**src/hdl/rhc_pkg.sv**
```systemverilog
`timescale 1ns / 1ps
// ----------------------------------------------------------------------------
// rhc_pkg
// Shared constants and types of the RGB to HSV converter.
// ----------------------------------------------------------------------------
package rhc_pkg;

	localparam int HUE_FRAC_BITS = 4;

	localparam int CH_W   = 8;
	localparam int HUE_W  = 13;
	localparam int DEN_W  = 9;
	localparam int SPRD_W = 17;

	// rounded quotient 2N+D over 2D: hue stays below 2^(10+F)
	localparam int HUE_QW = 10 + HUE_FRAC_BITS;
	localparam int HUE_NW = 19 + HUE_FRAC_BITS;
	localparam int SAT_QW = 8;
	localparam int SAT_NW = 17;

	localparam int QUEUE_DEPTH = 4;
	localparam int QUEUE_AW    = 2;

	localparam logic [8:0] OFS_RED      = 9'd0;
	localparam logic [8:0] OFS_GREEN    = 9'd120;
	localparam logic [8:0] OFS_BLUE     = 9'd240;
	localparam logic [8:0] OFS_RED_WRAP = 9'd360;
	localparam logic [8:0] HUE_SECTOR   = 9'd60;
	localparam logic [8:0] SAT_FULL     = 9'd255;

	localparam logic [DEN_W-1:0] DEN_SAFE = DEN_W'(2);

	typedef struct packed {
		logic [HUE_NW-1:0] hue_num;
		logic [DEN_W-1:0]  hue_den;
		logic [SAT_NW-1:0] sat_num;
		logic [DEN_W-1:0]  sat_den;
		logic [CH_W-1:0]   bright;
	} div_req_t;

endpackage

```
**src/hdl/rhc_front.sv**
```systemverilog
`timescale 1ns / 1ps
// ----------------------------------------------------------------------------
// rhc_front
// Finds max, min and spread of a pixel, picks the hue sector and forms the
// rounded numerators and denominators for the divider pipeline.
// ----------------------------------------------------------------------------
module rhc_front (
	input  logic                  clk,
	input  logic                  arst_n,
	input  logic                  push,
	output logic                  full,
	input  logic [rhc_pkg::CH_W-1:0] red,
	input  logic [rhc_pkg::CH_W-1:0] green,
	input  logic [rhc_pkg::CH_W-1:0] blue,
	output logic                  req_valid,
	output rhc_pkg::div_req_t     req,
	input  logic                  req_full
);
	import rhc_pkg::*;

	logic              valid_s1;
	div_req_t          req_s1;
	logic              load;
	logic [CH_W-1:0]   mx;
	logic [CH_W-1:0]   mn;
	logic [CH_W-1:0]   spread;
	logic signed [SPRD_W:0] diff;
	logic [8:0]        offset;
	logic [SPRD_W-1:0] off_spread;
	logic signed [SPRD_W:0] hue_sum;
	div_req_t          calc;

	always_comb begin
		mx = red;
		if (green > mx) mx = green;
		if (blue > mx) mx = blue;
		mn = red;
		if (green < mn) mn = green;
		if (blue < mn) mn = blue;
		spread = mx - mn;

		// blue wins ties for the max, then green
		if (mx == blue) begin
			diff   = $signed({10'd0, red}) - $signed({10'd0, green});
			offset = OFS_BLUE;
		end else if (mx == green) begin
			diff   = $signed({10'd0, blue}) - $signed({10'd0, red});
			offset = OFS_GREEN;
		end else begin
			diff   = $signed({10'd0, green}) - $signed({10'd0, blue});
			offset = (green >= blue) ? OFS_RED : OFS_RED_WRAP;
		end

		off_spread = SPRD_W'(offset) * SPRD_W'(spread);
		hue_sum = $signed({1'b0, off_spread}) + diff * $signed({9'd0, HUE_SECTOR});

		if (spread == '0) begin
			calc.hue_num = '0;
			calc.hue_den = DEN_SAFE;
		end else begin
			calc.hue_num = (HUE_NW'(hue_sum[SPRD_W-1:0]) << (HUE_FRAC_BITS + 1))
				+ HUE_NW'(spread);
			calc.hue_den = {spread, 1'b0};
		end

		if (mx == '0) begin
			calc.sat_num = '0;
			calc.sat_den = DEN_SAFE;
		end else begin
			calc.sat_num = ((SAT_NW'(spread) * SAT_NW'(SAT_FULL)) << 1) + SAT_NW'(mx);
			calc.sat_den = {mx, 1'b0};
		end
		calc.bright = mx;
	end

	assign load = !valid_s1 || !req_full;
	assign full = !load;

	always_ff @(posedge clk or negedge arst_n) begin
		if (!arst_n) begin
			valid_s1 <= 1'b0;
		end else if (load) begin
			valid_s1 <= push;
		end
	end

	always_ff @(posedge clk) begin
		if (load && push) begin
			req_s1 <= calc;
		end
	end

	assign req_valid = valid_s1;
	assign req       = req_s1;

endmodule

```
**src/hdl/rhc_queue.sv**
```systemverilog
`timescale 1ns / 1ps
// ----------------------------------------------------------------------------
// rhc_queue
// Short request queue between the front and the divider pipeline.
// ----------------------------------------------------------------------------
module rhc_queue (
	input  logic              clk,
	input  logic              arst_n,
	input  logic              wr_valid,
	input  rhc_pkg::div_req_t wr_data,
	output logic              full,
	output logic              empty,
	output rhc_pkg::div_req_t rd_data,
	input  logic              rd_take
);
	import rhc_pkg::*;

	div_req_t            mem_q [QUEUE_DEPTH];
	logic [QUEUE_AW-1:0] wr_ptr_q;
	logic [QUEUE_AW-1:0] rd_ptr_q;
	logic [QUEUE_AW:0]   count_q;
	logic                do_wr;
	logic                do_rd;

	assign full  = (count_q == (QUEUE_AW + 1)'(QUEUE_DEPTH));
	assign empty = (count_q == '0);
	assign do_wr = wr_valid && !full;
	assign do_rd = rd_take && !empty;
	assign rd_data = mem_q[rd_ptr_q];

	always_ff @(posedge clk or negedge arst_n) begin
		if (!arst_n) begin
			wr_ptr_q <= '0;
			rd_ptr_q <= '0;
			count_q  <= '0;
		end else begin
			if (do_wr) wr_ptr_q <= wr_ptr_q + 1'b1;
			if (do_rd) rd_ptr_q <= rd_ptr_q + 1'b1;
			if (do_wr && !do_rd) count_q <= count_q + 1'b1;
			else if (do_rd && !do_wr) count_q <= count_q - 1'b1;
		end
	end

	always_ff @(posedge clk) begin
		if (do_wr) begin
			mem_q[wr_ptr_q] <= wr_data;
		end
	end

endmodule

```
**src/hdl/rhc_back.sv**
```systemverilog
`timescale 1ns / 1ps
// ----------------------------------------------------------------------------
// rhc_back
// Restoring divider pipeline, one hue quotient bit per stage, saturation bits
// alongside in the first SAT_QW stages; the last stage is the result register.
// ----------------------------------------------------------------------------
module rhc_back (
	input  logic              clk,
	input  logic              arst_n,
	input  logic              req_empty,
	input  rhc_pkg::div_req_t req,
	output logic              req_take,
	output logic              empty,
	input  logic              pop,
	output logic [rhc_pkg::HUE_W-1:0] hue,
	output logic [rhc_pkg::CH_W-1:0]  saturation,
	output logic [rhc_pkg::CH_W-1:0]  brightness
);
	import rhc_pkg::*;

	typedef struct packed {
		logic [HUE_NW-1:0] hue_rem;
		logic [DEN_W-1:0]  hue_den;
		logic [HUE_QW-1:0] hue_quo;
		logic [SAT_NW-1:0] sat_rem;
		logic [DEN_W-1:0]  sat_den;
		logic [SAT_QW-1:0] sat_quo;
		logic [CH_W-1:0]   bright;
	} stage_t;

	stage_t stage_s [HUE_QW+1];
	logic   valid_s [HUE_QW+1];
	logic   adv;

	// the whole pipeline holds while the result waits unread
	assign adv      = !valid_s[HUE_QW] || pop;
	assign req_take = adv && !req_empty;

	always_ff @(posedge clk or negedge arst_n) begin
		if (!arst_n) begin
			valid_s[0] <= 1'b0;
		end else if (adv) begin
			valid_s[0] <= !req_empty;
		end
	end

	always_ff @(posedge clk) begin
		if (req_take) begin
			stage_s[0].hue_rem <= req.hue_num;
			stage_s[0].hue_den <= req.hue_den;
			stage_s[0].hue_quo <= '0;
			stage_s[0].sat_rem <= req.sat_num;
			stage_s[0].sat_den <= req.sat_den;
			stage_s[0].sat_quo <= '0;
			stage_s[0].bright  <= req.bright;
		end
	end

	for (genvar j = 0; j < HUE_QW; j++) begin : g_stage
		localparam int HB = HUE_QW - 1 - j;
		stage_t nxt;
		logic [HUE_NW-1:0] hue_sub;

		function automatic logic [SAT_NW-1:0] sat_sub(input logic [DEN_W-1:0] den);
			sat_sub = SAT_NW'(den) << (SAT_QW - 1 - (j % SAT_QW));
		endfunction

		always_comb begin
			nxt = stage_s[j];
			hue_sub = HUE_NW'(stage_s[j].hue_den) << HB;
			if (stage_s[j].hue_rem >= hue_sub) begin
				nxt.hue_rem     = stage_s[j].hue_rem - hue_sub;
				nxt.hue_quo[HB] = 1'b1;
			end
			if (j < SAT_QW) begin
				if (stage_s[j].sat_rem >= sat_sub(stage_s[j].sat_den)) begin
					nxt.sat_rem = stage_s[j].sat_rem - sat_sub(stage_s[j].sat_den);
					nxt.sat_quo[SAT_QW - 1 - (j % SAT_QW)] = 1'b1;
				end
			end
		end

		always_ff @(posedge clk or negedge arst_n) begin
			if (!arst_n) begin
				valid_s[j+1] <= 1'b0;
			end else if (adv) begin
				valid_s[j+1] <= valid_s[j];
			end
		end

		always_ff @(posedge clk) begin
			if (adv && valid_s[j]) begin
				stage_s[j+1] <= nxt;
			end
		end
	end

	assign empty      = !valid_s[HUE_QW];
	assign hue        = HUE_W'(stage_s[HUE_QW].hue_quo);
	assign saturation = stage_s[HUE_QW].sat_quo;
	assign brightness = stage_s[HUE_QW].bright;

endmodule

```
**src/hdl/rgb_to_hsv_converter.sv**
```systemverilog
`timescale 1ns / 1ps
// ----------------------------------------------------------------------------
// rgb_to_hsv_converter
// Path from request to result: the front register, the queue, the divider
//   input register and one divider stage per hue bit.
// Throughput: one pixel per cycle while pop is held; the divider pipeline
//   is fully pipelined, the four-entry queue absorbs output stalls.
// Reset: arst_n clears every valid flag and the queue pointers at once.
// ----------------------------------------------------------------------------
module rgb_to_hsv_converter (
	input  logic                         clk,
	input  logic                         arst_n,
	input  logic                         push,
	output logic                         full,
	input  logic [rhc_pkg::CH_W-1:0]     red,
	input  logic [rhc_pkg::CH_W-1:0]     green,
	input  logic [rhc_pkg::CH_W-1:0]     blue,
	output logic                         empty,
	input  logic                         pop,
	output logic [rhc_pkg::HUE_W-1:0]    hue,
	output logic [rhc_pkg::CH_W-1:0]     saturation,
	output logic [rhc_pkg::CH_W-1:0]     brightness
);
	import rhc_pkg::*;

	logic     fr_valid;
	div_req_t fr_req;
	logic     q_full;
	logic     q_empty;
	div_req_t q_head;
	logic     q_take;

	rhc_front u_front (
		.clk       (clk),
		.arst_n    (arst_n),
		.push      (push),
		.full      (full),
		.red       (red),
		.green     (green),
		.blue      (blue),
		.req_valid (fr_valid),
		.req       (fr_req),
		.req_full  (q_full)
	);

	rhc_queue u_queue (
		.clk      (clk),
		.arst_n   (arst_n),
		.wr_valid (fr_valid),
		.wr_data  (fr_req),
		.full     (q_full),
		.empty    (q_empty),
		.rd_data  (q_head),
		.rd_take  (q_take)
	);

	rhc_back u_back (
		.clk        (clk),
		.arst_n     (arst_n),
		.req_empty  (q_empty),
		.req        (q_head),
		.req_take   (q_take),
		.empty      (empty),
		.pop        (pop),
		.hue        (hue),
		.saturation (saturation),
		.brightness (brightness)
	);

endmodule

```
**config.mk**
```make
export PLATFORM = sky130hd
export DESIGN_NAME = rgb_to_hsv_converter
export DESIGN_NICKNAME = d
export VERILOG_FILES = /design/src/hdl/rhc_pkg.sv /design/src/hdl/rhc_front.sv /design/src/hdl/rhc_queue.sv /design/src/hdl/rhc_back.sv /design/src/hdl/rgb_to_hsv_converter.sv
export SDC_FILE = /design/constraint.sdc
export NUM_CORES = 2
export LEC_CHECK = 0
export ABC_AREA = 1
export BUFFER_PORTS_ARGS = -buffer_cell sky130_fd_sc_hd__buf_2
export CORE_ASPECT_RATIO = 1.4
export CORE_MARGIN = 3
export CORE_UTILIZATION = 55
export DETAILED_ROUTE_END_ITERATION = 10
export GPL_TIMING_DRIVEN = 0
export HOLD_SLACK_MARGIN = 0.03
export PLACE_DENSITY = 0.74
export SYNTH_ARGS = -nofsm -noshare
export SYNTH_HDL_FRONTEND = slang
export SYNTH_HIERARCHICAL = 1
export SYNTH_SLANG_ARGS = --single-unit
```
**constraint.sdc**
```tcl
create_clock -name clk -period 4.9 [get_ports clk]
set_input_delay 1.47 -clock clk [delete_from_list [all_inputs] [get_ports clk]]
set_output_delay 1.47 -clock clk [all_outputs]
set_load 0.02 [all_outputs]
```
After elaboration in Yosys (flattened, before gate mapping)
Memory sizes are Yosys's and may differ from the RTL's.
Cells that the tools add are included.
Storage, ports and cells
  register bits after elaboration: 89
  RAM bits: 1584
  input port bits: 28
  output and inout port bits: 31
  word-level logic and storage cells: 214
  memories kept: 2
Memories
  u_back.stage_s: words 15, bits a word 88, read ports 15, clocked after memory_dff 0, wr ports 15, RTL line rhc_back.sv:31  | stage_t stage_s [HUE_QW+1];
  u_queue.mem_q: words 4, bits a word 66, read ports 1, clocked after memory_dff 0, wr ports 1, RTL line rhc_queue.sv:18  | div_req_t mem_q [QUEUE_DEPTH];
Operators by class
  add/sub/neg operators: 33
  $mul: 3
  $lt $le $gt $ge: 27
  equality and inequality tests: 3
  mux-type cells: 87
  reduce and logical (&&, ||, !) cells: 33
Operators with widths (count)
  $mux 23: 14
  $mux 17: 8
  $mux 1: 54
  $mux 18: 2
  $mux 8: 4
  $mux 9: 3
  $sub 8x8->9: 3
  $add 22x8->23: 1
  $ge 23x10->1: 1
  $ge 23x11->1: 1
  $ge 23x12->1: 1
  $ge 23x13->1: 1
  $ge 23x14->1: 1
  $ge 23x15->1: 1
  $ge 23x16->1: 1
  $ge 23x17->1: 1
  $ge 23x18->1: 1
  $ge 23x19->1: 1
  $ge 23x20->1: 1
  $ge 23x21->1: 1
  $ge 23x22->1: 1
  $ge 23x9->1: 1
  $sub 23x10->23: 1
  $sub 23x11->23: 1
  49 further kinds: 81

Logic depth before layout (Yosys ltp)
  depth after elaboration: 10
  mapped depth: 67
  mapped depth without buffers: 65

Hierarchy
Netlist, hierarchy kept.
Modules (own cells, without submodules)
  rhc_back: times used 1, cells each 4792, area each 48119.9 um^2, sequential area each 28932.7 um^2
  rhc_queue: times used 1, cells each 832, area each 11089.4 um^2, sequential area each 8102.8 um^2
  rhc_front: times used 1, cells each 1246, area each 9993.3 um^2, sequential area each 1766.7 um^2

Least setup slack after synthesis
No wires, ideal clock.
  kind: input-to-reg
  start point: input port green[4] (netlist name)
  end point: register u_front.req_s1, in the netlist u_front/req[64] (data pin)
  library setup time: 0.255 ns
  arrival time: 10.917 ns
  required time: 4.645 ns
  setup slack: -6.272 ns
  stages: 61
  path buffers: 3
  cells stage by stage: inv_1 -> ha_1 -> nand2_2 -> inv_1 -> nand2_1 -> nand2_1 -> nand2_2 -> nand3_2 -> buf_8 -> nand2_1 -> nand2_1 -> ha_1 -> a21o_1 -> nor2_1 -> nand2_1 -> nand2_1 -> buf_4 -> nand3_2 -> [25 not listed] -> fa_1 -> fa_1 -> inv_1 -> ha_1 -> a21oi_1 -> nand2_1 -> a21o_1 -> a21oi_1 -> o31ai_1 -> a21oi_1 -> nor2_1 -> nor2_1 -> xnor2_1 -> xor2_1 -> xor2_1 -> nand3_2 -> a21oi_1 -> nor2_1
RTL lines
  from (decl): RTL line rgb_to_hsv_converter.sv:16  | input logic [rhc_pkg::CH_W-1:0] green,
  to (signal assigned): RTL line rhc_front.sv:89  | req_s1 <= calc;
  to (decl): RTL line rhc_front.sv:22  | div_req_t req_s1;

==> summary.txt <==
Final WS setup - -5722 ps
Routed Antenna Nets - 0
Post-synth EDFFs - 1273
Ys Warns - 6
CTS clk-pin slew, worst paths - 70 ps
Post-synth top cells - 1822 x nand2_1, 1273 x edfxtp_1, 1136 x inv_1
Layout Utilization - 63.81%
worst-case clock buffer depth - 3
hold slack - 406.8 ps
Crit path top cell by count - nand2_2
Area Growth Syn to Fin - 14.90%
RSZ-0062 raised after global routing - yes
initial DRC count - 2556
Via density - 5.296
TritonCTS clock tree - done
RD Place Congestion - 0.9501
Async S/R FF share, synth - 1.775%
worst hold start - u_back/stage_s[6][14]$_DFFE_PP_
Fmax - 0.09414 GHz
Req. time, crit path - 5370 ps
FF-to-FF End - u_queue/count_q[2]$_DFFE_PN0P_
final layout net count - 7727
initial antenna violation count - 2
Post-route DRC - 0
CTS H-tree depth - 3
number of global-route vias before repair - 48110
CTS Root Cell - clkbuf_16
Port Buffer Count - 58
WL/cell - 17.99 microns
CP Class - primary input to register
TritonRoute pass-1 iters - 6
top cells by area, synth - edfxtp_1 55%, nand2_1 9.9%, ha_1 6.4%
Seq/Total Area, Yosys - 56.07%
Clock Skews - 21.27 ps
mean area per synthesized cell - 10.07 sq um
CP max stage cell - fa_1
CTS Buf Count - 115
Skew-Pair Late Insertion Delay - 720 ps
critical path endpoint category - register
crit path max fanout - 10
gr usage total - 24.57%
total of max-cap violations - 0
WL final - 161300 microns
Synth Flop Type - edfxtp_1
Final min period - 10620 ps
worst min path class - register to register
Synth Cell Area - 69200 sq um
flops & latches, synth - 1296
final setup violating endpoints - 40
share of layout cells above drive strength 1 - 14.03%
Worst path max stage delay - 520 ps
DIE WIDTH - 305.8 microns
dominant cell type by area after synthesis - edfxtp_1
grt ovf - 0
Worst Setup Start Kind - primary input
Die ar. - 130200 sq um
Die Y - 425.7 microns
Hold Buf Count CTS - 0
core region area - 124600 sq um
clock sink total - 1296
crit share post-route - 216.8%
Via Count - 47500
maximum number of pins on one net before global-route repair - 37
Worst-Margin Slew - 1302 ps
Starting Density - 55.53%
global-route wire length before repair - 250600 microns
Hold Path Stages - 0
RR Startpoint - u_back/valid_s[0]$_DFFE_PN0N_
failing checks - negative setup slack
r2r setup slk - 1380 ps
DP HPWL - 122000 microns
Final Hold Violating Endpoints - 0
CP Data Arrival Time - 11090 ps
Hold EP - u_back/stage_s[7][14]$_DFFE_PP_
Synth cell types - 67
max-slew violations - 0
I/O Pins - 59
setup_tns - -135290 ps
gate count of the mapped netlist - 6870
proportion of netlist area held by the largest area contributor - 55.24%
status - finished, violations left
Rel. slew slack - 12.86%
Reg2Reg Depth - 12
area of all placed cells without fillers - 79520 sq um
placed inst area - 72820 sq um
cell with the most instances after synthesis - nand2_1
FP Rows - 153
-- cells by family (layout without fill, tap and decap cells) --
family / count (synthesis) / after routing / share of synthesized area [%]
AO/OA/AOI/OAI: 637 / 637 / 5.795
XOR/XNOR: 194 / 194 / 2.455
adder cells (fa/ha/maj): 459 / 459 / 9.416
buffers and inverters: 1259 / 1727 / 7.565
flip-flops: 1296 / 1296 / 56.07
other: 1 / 4 / 0.005419
AND/OR/NAND/NOR: 3024 / 3024 / 18.69
-- worst max-delay path, delay by kind of cell --
family	cells	cell delay, ps
compound gates	11	1430
xor+xnor	5	900
fa+ha+maj	11	3940
buf+inv	13	1330
simple gates	22	2040
-- cells in the final DEF, fill, tap and decap left out, types with 11 or more instances in the layout --
cell type / n
buf_2: 60
buf_8: 13
dfrtp_1: 23
or2_2: 13
a21oi_2: 63
inv_1: 1097
buf_6: 73
nor2_4: 39
clkbuf_16: 118
nor3_1: 53
a21oi_1: 208
clkinv_2: 21
nand2_4: 27
o211ai_2: 11
o21ai_1: 27
nand3_1: 307
o211ai_1: 127
buf_12: 44
nand3_2: 26
xnor2_1: 43
nor2_1: 498
nor2_2: 20
clkinv_1: 14
xor2_1: 128
clkinvlp_4: 15
o21ai_0: 90
nand3b_1: 51
inv_2: 42
nand2_2: 80
nand4_1: 80
o21ai_2: 36
bufinv_16: 15
clkbuf_1: 27
ha_4: 44
ha_1: 310
nand2_1: 1778
o21bai_1: 28
edfxtp_1: 1273
buf_4: 151
fa_1: 97
-- registers in the layout, summed over array words and instances (netlist names) --
| register | count |
|---|---|
| u_queue/mem_q | 264 |
| u_queue/rd_ptr_q | 2 |
| u_queue/wr_ptr_q | 2 |
| u_front/req_valid | 1 |
| u_front/req | 58 |
| u_back/valid_s | 15 |
| u_queue/count_q | 3 |
| u_back/stage_s | 951 |
-- layout make-up --
type,instances,area [sq um]
fill,9696,45110
sequential,1296,38800
multi-input combinational,4316,26890
inverter,1159,4418
clock buffer,142,3063
timing repair buffer,253,2481
tap,1627,2036
buffer,99,980.9
clock inverter,74,843.3
antenna,2,5.005
-- worst max-delay path by stage --
stage	startpoint	endpoint	slack, ps
finish	green[7]	u_front/req[64]$_SDFFCE_PN0P_	-5720
global route	green[7]	u_front/req[64]$_SDFFCE_PN0P_	-6170
CTS	green[6]	u_front/req[64]$_SDFFCE_PN0P_	-5620
detailed placement	green[7]	u_front/req[64]$_SDFFCE_PN0P_	-7590
global placement	green[7]	u_front/req[64]$_SDFFCE_PN0P_	-7540
floorplan	green[1]	u_front/req[64]$_SDFFCE_PN0P_	-5570
-- layer usage --
layer	vias up	track usage [%]	wire length [microns]
li1	23440	-	-
met4	0	15.92	11440
met2	1178	47.16	86440
met3	494	2.326	5865
met1	22380	25.35	57580
met5	-	0	0
-- what timing repair did --
item | 4_1_cts | 5_1_grt
endpoints found under the setup margin | 41 | 41
buffers inserted | 99 | 56
pin swaps | 87 | 99
cloned | 5 | 0
gates resized for setup | 191 | 173
-- through the flow --
step / worst slack [ps] / instances
6_report: -5722 / 8968
5_1_grt: -6172 / 8966
4_1_cts: -5615 / 8912
3_5_place_dp: -7592 / 8593
3_3_place_gp: -7538 / 8556
2_1_floorplan: -5566 / 6871
Power is left out: the tool's default activity adds up to more than one toggle a clock period on the data nets, which glitch-free logic cannot reach.
